<file path="config.mk">
export PLATFORM = sky130hd
export DESIGN_NAME = multi_channel_timestamp_capture
export DESIGN_NICKNAME = d
export VERILOG_FILES = /design/src/rtl/core/mctc_pkg.sv /design/src/rtl/core/mctc_store.sv /design/src/rtl/core/multi_channel_timestamp_capture.sv
export VERILOG_INCLUDE_DIRS = /design/src /design/src/rtl/core
export SDC_FILE = /design/constraint.sdc
export NUM_CORES = 1
export LEC_CHECK = 0
export ABC_CLOCK_PERIOD_IN_PS = 18100
export BUFFER_PORTS_ARGS = -buffer_cell sky130_fd_sc_hd__clkbuf_2
export CAP_MARGIN = 20
export CORE_ASPECT_RATIO = 1.1
export CORE_UTILIZATION = 50
export CTS_BUF_LIST = sky130_fd_sc_hd__clkbuf_4 sky130_fd_sc_hd__clkbuf_8 sky130_fd_sc_hd__clkbuf_16
export DETAILED_ROUTE_END_ITERATION = 8
export GPL_ROUTABILITY_DRIVEN = 0
export PLACE_DENSITY = 0.67
export SLEW_MARGIN = 25
export SYNTH_ARGS = -nofsm -noshare
export SYNTH_HDL_FRONTEND = slang
export SYNTH_HIERARCHICAL = 1
export SYNTH_SLANG_ARGS = --single-unit
</file>
<file path="constraint.sdc">
create_clock -name clk -period 18.1 [get_ports clk]
set_clock_uncertainty 0.1 [all_clocks]
set_input_delay 2.715 -clock clk [delete_from_list [all_inputs] [get_ports clk]]
set_output_delay 2.715 -clock clk [all_outputs]
set_load 0.005 [all_outputs]
</file>
<file path="src/rtl/core/multi_channel_timestamp_capture_defines.svh">
// Assertion macros for the timestamp capture block.
`ifndef MULTI_CHANNEL_TIMESTAMP_CAPTURE_DEFINES_SVH
`define MULTI_CHANNEL_TIMESTAMP_CAPTURE_DEFINES_SVH

`ifndef SYNTHESIS
// Checks that prop holds at every clock edge outside reset.
`define MCTC_ASSERT(lbl, clk_s, rst_s, prop, msg) \
  lbl: assert property (@(posedge clk_s) disable iff (rst_s) (prop)) else $error(msg);
// Checks that cond never holds at a clock edge outside reset.
`define MCTC_NEVER(lbl, clk_s, rst_s, cond, msg) \
  lbl: assert property (@(posedge clk_s) disable iff (rst_s) !(cond)) else $error(msg);
`else
`define MCTC_ASSERT(lbl, clk_s, rst_s, prop, msg)
`define MCTC_NEVER(lbl, clk_s, rst_s, cond, msg)
`endif

`endif

</file>
<file path="src/rtl/core/mctc_pkg.sv">
// Shared constants and types for the timestamp capture block.
package mctc_pkg;

  localparam int CHANNELS_DEF  = 6;
  localparam int TIME_BITS_DEF = 32;
  localparam int CHAN_BITS     = 3;

  localparam logic REQ_CAPTURE = 1'b0;
  localparam logic REQ_READ    = 1'b1;

  localparam logic ST_OK    = 1'b0;
  localparam logic ST_EMPTY = 1'b1;

  // Store access strobes for one cycle.
  typedef struct packed {
    logic rd;
    logic wr;
  } mctc_ctl_t;

endpackage

</file>
<file path="src/rtl/core/mctc_store.sv">
// Per-channel stamp and interval memory with reset-clear valid bits.
module mctc_store
  import mctc_pkg::*;
#(
  parameter int CHANNELS  = CHANNELS_DEF,
  parameter int TIME_BITS = TIME_BITS_DEF,
  parameter int IDX_W     = (CHANNELS > 1) ? $clog2(CHANNELS) : 1
) (
  input  logic                 clk,
  input  logic                 rst,
  input  mctc_ctl_t            ctl,
  input  logic [IDX_W-1:0]     addr,
  input  logic [TIME_BITS-1:0] wr_stamp,
  input  logic [TIME_BITS-1:0] wr_interval,
  output logic [TIME_BITS-1:0] rd_stamp,
  output logic [TIME_BITS-1:0] rd_interval
);

  logic [2*TIME_BITS-1:0] mem [CHANNELS];
  logic [2*TIME_BITS-1:0] q;
  logic [CHANNELS-1:0]    valid;
  logic                   hit;

  always_ff @(posedge clk) begin
    if (ctl.wr) begin
      mem[addr] <= {wr_stamp, wr_interval};
    end
    if (ctl.rd) begin
      q <= mem[addr];
    end
  end

  // Entries never written since reset read as zero.
  always_ff @(posedge clk) begin
    if (rst) begin
      valid <= '0;
      hit   <= 1'b0;
    end else begin
      if (ctl.wr) begin
        valid[addr] <= 1'b1;
      end
      if (ctl.rd) begin
        hit <= valid[addr];
      end
    end
  end

  assign rd_stamp    = hit ? q[2*TIME_BITS-1:TIME_BITS] : '0;
  assign rd_interval = hit ? q[TIME_BITS-1:0] : '0;

endmodule

</file>
<file path="src/rtl/core/multi_channel_timestamp_capture.sv">
// Top level of the multi-channel timestamp capture unit.
//
//  port group  | dir | handshake          | beat contents
//  ------------+-----+--------------------+----------------------------------
//  input       | in  | in_valid/in_ready  | req_type, channel, now_time
//  output      | out | out_valid/out_ready| status, out_channel, stamp, interval
//
// A capture beat does a store read, then the interval subtract and write back;
// a capture on a channel out of range skips both. A read beat does the priority
// pick and store read, then the output load, which waits while the output
// register stays full. The single-port store sets the pace: one item in flight.
// Reset clears pending bits, store valid bits and the output register at once.
`include "multi_channel_timestamp_capture_defines.svh"

module multi_channel_timestamp_capture
  import mctc_pkg::*;
#(
  parameter int CHANNELS  = CHANNELS_DEF,
  parameter int TIME_BITS = TIME_BITS_DEF
) (
  input  logic                 clk,
  input  logic                 rst,
  input  logic                 in_valid,
  output logic                 in_ready,
  input  logic                 req_type,
  input  logic [CHAN_BITS-1:0] channel,
  input  logic [TIME_BITS-1:0] now_time,
  output logic                 out_valid,
  input  logic                 out_ready,
  output logic                 status,
  output logic [CHAN_BITS-1:0] out_channel,
  output logic [TIME_BITS-1:0] stamp,
  output logic [TIME_BITS-1:0] interval
);

  localparam int IDX_W = (CHANNELS > 1) ? $clog2(CHANNELS) : 1;
  // one spare bit so that CHANNELS itself fits in the compare
  localparam int CMP_W = ((IDX_W > CHAN_BITS) ? IDX_W : CHAN_BITS) + 1;

  typedef enum logic [2:0] {
    S_IDLE = 3'b001,
    S_CAP  = 3'b010,
    S_RD   = 3'b100
  } state_t;

  state_t                state, state_next;
  logic [CHANNELS-1:0]   pending;
  logic [IDX_W-1:0]      cur_idx;
  logic [TIME_BITS-1:0]  cap_time;
  logic                  rd_empty;

  logic                  in_fire;
  logic                  out_load;
  logic [CMP_W-1:0]      chan_ext;
  logic                  in_range;
  logic [IDX_W-1:0]      chan_idx;
  logic [IDX_W-1:0]      pick_idx;
  logic                  any_pending;

  mctc_ctl_t             ctl;
  logic [IDX_W-1:0]      st_addr;
  logic [TIME_BITS-1:0]  st_stamp;
  logic [TIME_BITS-1:0]  st_interval;
  logic [TIME_BITS-1:0]  wr_interval;

  function automatic logic [IDX_W-1:0] first_set(input logic [CHANNELS-1:0] m);
    logic [IDX_W-1:0] r;
    r = '0;
    for (int i = CHANNELS - 1; i >= 0; i--) begin
      if (m[i]) begin
        r = IDX_W'(i);
      end
    end
    return r;
  endfunction

  assign in_ready    = (state == S_IDLE);
  assign in_fire     = in_valid && in_ready;
  assign chan_ext    = CMP_W'(channel);
  assign in_range    = chan_ext < CMP_W'(CHANNELS);
  assign chan_idx    = chan_ext[IDX_W-1:0];
  assign pick_idx    = first_set(pending);
  assign any_pending = |pending;
  assign out_load    = (state == S_RD) && (!out_valid || out_ready);
  assign wr_interval = cap_time - st_stamp;

  always_comb begin
    ctl     = '{rd: 1'b0, wr: 1'b0};
    st_addr = cur_idx;
    if (state == S_IDLE) begin
      st_addr = (req_type == REQ_READ) ? pick_idx : chan_idx;
      if (in_fire) begin
        ctl.rd = (req_type == REQ_READ) ? any_pending : in_range;
      end
    end else if (state == S_CAP) begin
      ctl.wr = 1'b1;
    end
  end

  always_comb begin
    state_next = state;
    case (state)
      S_IDLE: begin
        if (in_fire) begin
          if (req_type == REQ_READ) begin
            state_next = S_RD;
          end else if (in_range) begin
            state_next = S_CAP;
          end
        end
      end
      S_CAP: state_next = S_IDLE;
      S_RD: begin
        if (out_load) begin
          state_next = S_IDLE;
        end
      end
      default: state_next = S_IDLE;
    endcase
  end

  always_ff @(posedge clk) begin
    if (rst) begin
      state   <= S_IDLE;
      pending <= '0;
    end else begin
      state <= state_next;
      if (in_fire) begin
        if (req_type == REQ_READ) begin
          if (any_pending) begin
            pending[pick_idx] <= 1'b0;
          end
        end else if (in_range) begin
          pending[chan_idx] <= 1'b1;
        end
      end
    end
  end

  always_ff @(posedge clk) begin
    if (in_fire) begin
      cap_time <= now_time;
      rd_empty <= !any_pending;
      cur_idx  <= (req_type == REQ_READ) ? pick_idx : chan_idx;
    end
  end

  // output register: next read may be accepted while this beat waits
  always_ff @(posedge clk) begin
    if (rst) begin
      out_valid <= 1'b0;
    end else if (out_load) begin
      out_valid <= 1'b1;
    end else if (out_ready) begin
      out_valid <= 1'b0;
    end
  end

  always_ff @(posedge clk) begin
    if (out_load) begin
      status      <= rd_empty ? ST_EMPTY : ST_OK;
      out_channel <= rd_empty ? '0 : CHAN_BITS'(cur_idx);
      stamp       <= rd_empty ? '0 : st_stamp;
      interval    <= rd_empty ? '0 : st_interval;
    end
  end

  mctc_store #(
    .CHANNELS  (CHANNELS),
    .TIME_BITS (TIME_BITS),
    .IDX_W     (IDX_W)
  ) u_store (
    .clk         (clk),
    .rst         (rst),
    .ctl         (ctl),
    .addr        (st_addr),
    .wr_stamp    (cap_time),
    .wr_interval (wr_interval),
    .rd_stamp    (st_stamp),
    .rd_interval (st_interval)
  );

  `MCTC_ASSERT(a_read_clears_one, clk, rst, (in_fire && req_type == REQ_READ && any_pending) |=> ($countones(pending) + 1 == $countones($past(pending))), "read did not clear exactly one pending bit")
  `MCTC_ASSERT(a_cap_sets_pending, clk, rst, (in_fire && req_type == REQ_CAPTURE && in_range) |=> pending[$past(chan_idx)], "capture did not set pending bit")
  `MCTC_ASSERT(a_ok_channel_range, clk, rst, (out_valid && status == ST_OK) |-> (CMP_W'(out_channel) < CMP_W'(CHANNELS)), "returned channel out of range")
  `MCTC_ASSERT(a_empty_zero, clk, rst, (out_valid && status == ST_EMPTY) |-> (out_channel == '0 && stamp == '0 && interval == '0), "empty read with nonzero fields")
  `MCTC_NEVER(a_no_load_full, clk, rst, (state == S_RD) && $past(state == S_IDLE) && out_valid && !out_ready && out_load, "output overwritten while held")

endmodule

</file>
* Word level (Yosys, flattened, before mapping) *
Memory sizes are Yosys's and may differ from the RTL's. A register that Yosys moved wholly into a read port is not among the register bits.
Index checks and enable logic that the tools add are counted.

cells by class
  $add $sub $neg = 1
  magnitude comparators = 7
  equal/unequal tests = 7
  muxes and demuxes = 35
  bitwise operators = 5
  reductions and logical operators = 14

operator list
  kind                                                        number
  two-way mux 3 bit                                           12
  two-way mux 32 bit                                          1
  subtractor 32 bit                                           1
  two-way mux 6 bit                                           3
  two-way mux 1 bit                                           14
  less-than comparator 3 x 4 -> 1 bit, second input constant  3
  bitwise OR 6 bit                                            2
  demux 1 bit (select 3 bit)                                  3
  >= comparator 3 x 1 -> 1 bit, second input constant         3
  AND 6 bit                                                   1
  NOT 6 bit                                                   1
  case mux 3 bit (2 select lines)                             1
  AND reduction 3 bit                                         2
  OR reduction 6 bit                                          1
  logical AND 1 bit                                           5
  inequality test 2 x 1 -> 1 bit, second input constant       2
  nonzero test 2 bit                                          2
  binary-select mux 1 bit (select 3 bit)                      1
  equality test 3 x 1 -> 1 bit, second input constant         1
  equality test 3 x 2 -> 1 bit, second input constant         1
  equality test 3 bit, second input constant                  1
  less-than comparator 3 bit, second input constant           1
  inequality test 3 x 1 -> 1 bit, second input constant       1
  logical NOT 1 bit                                           2
  4 further kinds                                             4

word-level totals
  bits in registers = 121
  bits in writable memories = 384
  bits of input ports = 40
  output and inout port bits = 70
  word-level logic and storage cells = 82
  memories kept = 1

memory list
  memory       words  width  read ports  clocked after Yosys merged registers in  wr ports  RTL line          source
  u_store.mem  6      64     1           1                                        1         mctc_store.sv:19  logic [2*TIME_BITS-1:0] mem [CHANNELS];

* Logic depth before layout (Yosys ltp) *
Gate-level depths: netlist of the first run.

  word-level depth = 14
  depth in mapped cells = 14
  mapped depth without buffers = 11

* By module *
The synthesis of the first run kept the hierarchy.

modules (own cells, without submodules)
  module                           instances  cells an instance  area an instance (µm²)  sequential area each (µm²)
  mctc_store                       1          911                17247.8                 13593.0
  multi_channel_timestamp_capture  1          513                5774.3                  3323.2

* Worst setup path before layout of the first run *
Ideal clock, no wire load.

  path kind = input to register
  start point = in req_type
  end point = mem u_store/mem[0][0] (netlist bit) (enable)
  library setup time = 0.671 ns
  arrival time = 10.460 ns
  data required time = 17.329 ns
  path slack = 6.870 ns
  stages on the path = 6
  path buffers = 2
  cell sequence = clkbuf_1 -> nor2b_1 -> o21bai_1 -> mux2_2 -> buf_4 -> nor4b_1

on the way
  word-level cells in the longest chain between the ends = 2

ends and longest elaborated chain
  item               RTL line                               source
  start, declared    multi_channel_timestamp_capture.sv:25  input logic req_type,
  two-way mux 3 bit  multi_channel_timestamp_capture.sv:91  st_addr = (req_type == REQ_READ) ? pick_idx : chan_idx;
  two-way mux 3 bit  multi_channel_timestamp_capture.sv:90  if (state == S_IDLE) begin
  net st_addr[1]     multi_channel_timestamp_capture.sv:61  logic [IDX_W-1:0] st_addr;
  end, declared      mctc_store.sv:19

The timed path passes the listed nets, and every way through them passes these cells.

* Worst setup path after layout of the first run *
  start point = in req_type
  end point = mem u_store/mem[2][18] (netlist bit) (enable)

The elaborated chain is that of the path after synthesis.

==> impl_results.md, run 1 <==
* Port Buffers at 109
* XOR/XNOR share of the synthesized area at 1.10%
* Routed Antenna Nets at 0
* Seq/Total Area, Yosys at 73.5%
* Fillers at 3512
* Share of layout cells above drive strength 1 at 22.2%
* Post-Synthesis Net Count at 1496
* Pin count of the biggest net entering global routing at 84
* Die area at 46900 um2
* Post-CTS sizing at 0
* Initial Utilization at 50.7%
* Clk slew on worst S/H paths at 0.06 ns
* Asr flop ratio synth at 0%
* Post-Syn Area at 23000 um2
* Period utilisation layout at 32.7%
* Final Hold Viols at 0
* Setup CP Type: primary input to flip-flop
* Critical Path AT at 6.04 ns
* Mux cell area share after synthesis at 7.05%
* Commonest non-fill, non-tap cell in the layout: edfxtp_1
* Io pins at 110
* Pwr/cell area at 115 nW/um2
* Pre-antenna DRT Iters at 7
* Global-route wire length before repair at 73.4 mm
* CTS sink cnt at 569
* Die X at 207 um
* #FFs+latches synth at 569
* CTS tree: done
* Count of different cell masters after synthesis at 62
* Status: complete, but fails checks
* Dominant synthesized flop cell: edfxtp_1
* Vias at 12400
* Post-CTS Setup Bufs at 0
* CP endpoint kind: flip-flop
* Synth Instances at 1424
* CORE AREA at 45500 um2
* Final wirelength at 48.2 mm
* Worst-Margin Slew at 0.983 ns
* Crit Path Max Fanout at 40
* RSZ-0062 raised after global routing: false
* Final setup fails at 0
* Post-Synth Adder-Cell Area at 1.77%
* Final HPWL DP at 28.4 mm
* Violations in the final reports: DRC
* Initial DRC count at 971
* CTS H-tree lvls at 2
* Clock root buffer: clkbuf_16
* # nets final at 1611
* Final Max Slew Viols at 0
* Tmin final at 5.93 ns
* Synth warnings at 6
* Crit start category: primary input
* Largest family of logic cells by synthesized area: compound AO/OA/AOI/OAI gates
* Most frequent cells in the layout: edfxtp_1, clkbuf_2, mux2_2, a22oi_1, nor2_1
* Total track usage at 21.0%
* Lkg Pwr at 8.80 nW
* Num rows at 82
* Setup TNS at 0 ns
* Max Cap Viol at 0
* Max-Slew Margin vs Limit at 34.3%
* Worst Path Required at 18.21 ns
* Area Growth Syn to Fin at 13.0%
* Worst min path class: flip-flop to flip-flop
* Post-synthesis simple-gate area fraction at 6.26%
* Vias per cell at 5.72
* Post-DR wirelength/cell at 22.2 um
* Vias in the first global route at 12500
* CTS buffer count at 54
* Peak VDD IR at 0.0785 mV
* Clock Latency Late Sink at 0.59 ns
* Mean Syn Cell Area at 16.2 um2
* Compound-Gate Fraction of Synth Area at 7.94%
* Initial antenna violation count at 1
* Fmax at 169 MHz
* Die Height at 227 um
* Hold buffer count at cts at 0
* DR DRC count at 8
* Worst hold slack at 0.369 ns
* Clock Path Buffers at 3
* Number of flops mapped to enable cells by yosys at 552
* Grt total ovfl at 0
-- kinds of logic (layout without fill, tap and decap cells) --
| group | after synthesis | in the layout |
|---|---|---|
| XOR/XNOR | 29 | 29 |
| multiplexers | 133 | 133 |
| buffers and inverters | 114 | 272 |
| AND/OR/NAND/NOR | 267 | 267 |
| other | 0 | 1 |
| AO/OA/AOI/OAI | 280 | 280 |
| adder cells (fa/ha/maj) | 32 | 32 |
| flip-flops | 569 | 569 |
-- final cells by class --
class,count,area (um2),area share [%]
antenna,1,2.50,0.00962
tap,588,736,2.83
clock inverter,28,313,1.20
sequential,569,16900,65.0
clock buffer,71,1530,5.89
timing repair buffer,129,719,2.77
inverter,44,165,0.635
multi-input combinational,741,5630,21.7
-- cell usage after synthesis, types with 16 or more instances --
master | n | area share, %
ha_1 | 31 | 1.7
dfxtp_1 | 17 | 1.5
xnor2_1 | 16 | 0.61
nor2b_1 | 44 | 1.2
edfxtp_1 | 552 | 72
a22oi_1 | 102 | 3.3
and2_1 | 67 | 1.8
o21ai_1 | 23 | 0.50
inv_1 | 43 | 0.70
o21ai_0 | 53 | 1.2
nor2_1 | 83 | 1.4
mux2_2 | 104 | 5.1
nand2_1 | 27 | 0.44
mux2i_1 | 16 | 0.70
a21oi_1 | 43 | 0.93
clkbuf_1 | 34 | 0.55
-- per-layer routing --
layer | up-vias | track usage [%] | wire length (um)
met5 | - | 0 | 13
met4 | 2 | 6.55 | 1100
met3 | 72 | 2.95 | 2540
met2 | 385 | 35.5 | 24000
met1 | 6265 | 28.3 | 20500
li1 | 5700 | - | -
-- flip-flops by register name, indices dropped and copies added, names as in the netlist, 3 cells and up --
name,cells
u_store/q,64
out_channel,3
state,3
pending,6
u_store/mem,384
u_store/valid,6
cur_idx,3
cap_time,32
interval,32
stamp,32
-- final timing paths --
check	start	endpoint	slack, ns	cells past startpoint
min	u_store/valid[0]	u_store/valid[0]	0.37	2
max reg2reg	u_store/hit	u_store/mem[0][28]	13.60	12
max	req_type	u_store/mem[2][18]	12.17	8
min reg2reg	u_store/valid[0]	u_store/valid[0]	0.37	2
-- where the power goes --
group	internal, mW	leakage, nW	switching, mW	total [mW]
clock network	0.694	0.923	0.468	1.16
registers	1.51	5.28	0.0190	1.53
logic	0.107	2.60	0.197	0.303
-- metrics by stage --
step                      area (um2)  power, mW  util [%]  setup slack (ns)  std cells
after detailed placement       24100       1.86      53.1             11.55       2070
after CTS                      26000       3.01      57.2             12.17       2169
after floorplan                23000       1.77         -              6.87       1424
final                          26000       2.99      57.2             12.17       2171
after global routing           26000       3.09      57.2             11.98       2170
after global placement         24100       1.85      53.1             11.61       2070
-- critical path: stages --
cell and delay [ns]:
clkbuf_2 0.16, nor2b_1 0.40, o21bai_1 0.20, mux2_2 0.17, buf_4 0.48, buf_4 0.57, and4bb_4 0.69, buf_4 0.63
Power figures use the tool's default switching activity.
==> inputs of run 2 (changes only) <==
--- a/config.mk
+++ b/config.mk
@@ -6,7 +6,7 @@
 export SDC_FILE = /design/constraint.sdc
 export NUM_CORES = 1
 export LEC_CHECK = 0
-export ABC_CLOCK_PERIOD_IN_PS = 18100
+export ABC_CLOCK_PERIOD_IN_PS = 5170
 export BUFFER_PORTS_ARGS = -buffer_cell sky130_fd_sc_hd__clkbuf_2
 export CAP_MARGIN = 20
 export CORE_ASPECT_RATIO = 1.1
@@ -14,7 +14,7 @@
 export CTS_BUF_LIST = sky130_fd_sc_hd__clkbuf_4 sky130_fd_sc_hd__clkbuf_8 sky130_fd_sc_hd__clkbuf_16
 export DETAILED_ROUTE_END_ITERATION = 8
 export GPL_ROUTABILITY_DRIVEN = 0
-export PLACE_DENSITY = 0.67
+export PLACE_DENSITY = 0.7
 export SLEW_MARGIN = 25
 export SYNTH_ARGS = -nofsm -noshare
 export SYNTH_HDL_FRONTEND = slang
==> constraint.sdc (replaced) <==
create_clock -name clk -period 5.17 [get_ports clk]
set_clock_uncertainty 0.1 [all_clocks]
set_input_delay 0.7755 -clock clk [delete_from_list [all_inputs] [get_ports clk]]
set_output_delay 0.7755 -clock clk [all_outputs]
set_load 0.005 [all_outputs]
==> run 2 against run 1 <==
The flow still finishes with violations (DRC). Hold slack worse by 0.12 ns. Non-clock buffer count is 8 higher. Setup slack worse by 11 ns. Design area is 0.78% higher. Clock power grew to 3.7 times the previous value. Register-to-register slack worse by 12 ns. Critical path depth is 4 higher. Sequential power grew to 3.5 times the previous value. Wire length is 3.3% higher. Sequential cell count stayed put.
==> impl_results.md, run 2 (synthesis results as in run 1) <==
* Status: complete, but fails checks
* Violations in the final reports: DRC
* Commonest non-fill, non-tap cell in the layout: edfxtp_1
* Worst hold slack at 0.248 ns (-0.121 ns)
* Tmin final at 4.03 ns
* Setup TNS at 0 ns (unchanged)
* Final Hold Viols at 0 (unchanged)
* Initial DRC count at 927 (-4.5%)
* GR Layer Usage met2 at 36.5% (+1.0 points)
* DR DRC count at 7 (-1)
* Max Cap Viol at 0 (unchanged)
* Num rows at 82 (unchanged)
* Routed Antenna Nets at 0 (unchanged)
* Clock Path Buffers at 3 (unchanged)
* Hold buffer count at cts at 0 (unchanged)
* Pwr/cell area at 407 nW/um2 (+250%)
* Total track usage at 21.8% (+0.75 points)
* Final wirelength at 49.8 mm (+3.3%)
* Vias at 12500 (+1.0%)
* Worst-Margin Slew at 1.07 ns (+0.0868 ns)
* # nets final at 1620 (+0.56%)
* Io pins at 110 (unchanged)
* Dpl ws at 1.12 ns (-10.44 ns)
* Critical Path AT at 4.23 ns (-1.81 ns)
* Final HPWL DP at 30.8 mm (+8.5%)
* Pin count of the biggest net entering global routing at 72 (-14%)
* Final setup fails at 0 (unchanged)
* Max-Slew Margin vs Limit at 28.5% (-5.8 points)
* ANT cells at 0 (-1)
* Vias in the first global route at 12500 (-0.13%)
* Met1 Usage GRT at 28.6% (+0.31 points)
* Share of layout cells above drive strength 1 at 23.1% (+0.90 points)
* CORE AREA at 45500 um2 (unchanged)
* CTS H-tree lvls at 2 (unchanged)
* Crit start category: flip-flop
* CP endpoint kind: flip-flop
* Vias per cell at 5.75 (+0.50%)
* RSZ-0062 raised after global routing: false
* Top Usage Layer GRT: met2
* Die X at 207 um (unchanged)
* Post-CTS Setup Bufs at 0 (unchanged)
* CTS sink cnt at 569 (unchanged)
* Worst min path class: primary input to flip-flop
* Fmax at 248 MHz
* Port Buffers at 109 (unchanged)
* Setup CP Type: flip-flop to flip-flop
* Die Height at 227 um (unchanged)
* Worst Path Required at 5.37 ns (-12.84 ns)
* Crit Path Max Fanout at 31 (-23%)
* Initial antenna violation count at 1 (unchanged)
* Grt total ovfl at 0 (unchanged)
* Area Growth Syn to Fin at 13.9%
* CTS tree: done
* Largest register FFs at 384 (unchanged)
* Post-DR wirelength/cell at 22.8 um (+2.8%)
* CTS buffer count at 55 (+1.9%)
* Period utilisation layout at 77.9%
* Post-CTS sizing at 0 (unchanged)
* Biggest regs: u_store/mem: 384 flops, u_store/q: 64 flops
* Initial Utilization at 50.7% (unchanged)
* Final Max Slew Viols at 0 (unchanged)
* Clock Latency Late Sink at 0.60 ns (about the same)
* Peak VDD IR at 0.254 mV (+220%)
* Largest reg by FF count: u_store/mem
* Final worst-path setup slack at 1.14 ns (-11.03 ns)
* Lkg Pwr at 8.90 nW (+1.1%)
* Clk slew on worst S/H paths at 0.06 ns (about the same)
* Clock root buffer: clkbuf_16
* Die area at 46900 um2 (unchanged)
* Pre-antenna DRT Iters at 9 (+2)
* Most frequent cells in the layout: edfxtp_1, clkbuf_2, mux2_2, a22oi_1, nor2_1
* Global-route wire length before repair at 75.0 mm (+2.1%)
* Fin util at 57.7% (+0.45 points)
* Met3 usage at 3.28% (+0.33 points)
-- run 2: changes by cell type in the layout (fill, tap and decap cells not counted), sizes merged --
cell,change
buf,+8
clkbuf,-5
clkinvlp,+4
bufinv,+2
clkinv,+2
diode,-1
inv,+1
-- run 2: power breakdown --
part | leakage (nW) | switching, mW | internal [mW]
combinational | 2.65 | 0.709 | 0.379
clock | 0.966 | 1.69 | 2.55
sequential | 5.28 | 0.0702 | 5.28
-- run 2: per-stage QoR --
| stage | total power, mW | instances | instance area, um2 |
|---|---|---|---|
| 2_1_floorplan | 6.18 | 1424 | 23000 |
| 3_3_place_gp | 6.51 | 2079 | 24300 |
| 3_5_place_dp | 6.53 | 2079 | 24300 |
| 4_1_cts | 10.8 | 2182 | 26200 |
| 5_1_grt | 11.0 | 2182 | 26200 |
| 6_report | 10.7 | 2182 | 26200 |
-- run 2: worst max-delay path, cell delays in order, from the launching register on --
cell and delay (ns):
dfxtp_2 0.74, buf_4 0.37, and2_1 0.16, inv_1 0.05, ha_1 0.35, a21oi_1 0.27, o22ai_1 0.16, o21a_1 0.19
a311o_1 0.35, nand3_1 0.15, o21ai_1 0.15, a211oi_1 0.43, xnor2_1 0.24
-- run 2: layer usage --
layer / part of all wire [%] / vias to the layer above
met1: 41 / 6262
li1: - / 5714
met3: 6.3 / 89
met2: 50 / 484
met5: 0 / -
met4: 3.0 / 0
-- run 2: final timing paths --
| path | endpoint | cells past startpoint | slack (ns) | start |
|---|---|---|---|---|
| worst min register to register | u_store/valid[4] | 2 | 0.37 | u_store/valid[4] |
| worst min-delay path | cap_time[30] | 1 | 0.25 | now_time[30] |
| worst max-delay path | u_store/mem[2][31] | 12 | 1.14 | u_store/hit |
| worst max register to register | u_store/mem[2][31] | 12 | 1.14 | u_store/hit |
-- run 2: area by class of cell --
type | count | area (um2)
Multi-Input combinational cell | 741 | 5640
Tap cell | 588 | 736
Inverter | 44 | 165
Clock inverter | 37 | 435
Timing Repair Buffer | 137 | 806
Clock buffer | 66 | 1520
Sequential cell | 569 | 16900
Fill cell | 3409 | 19200
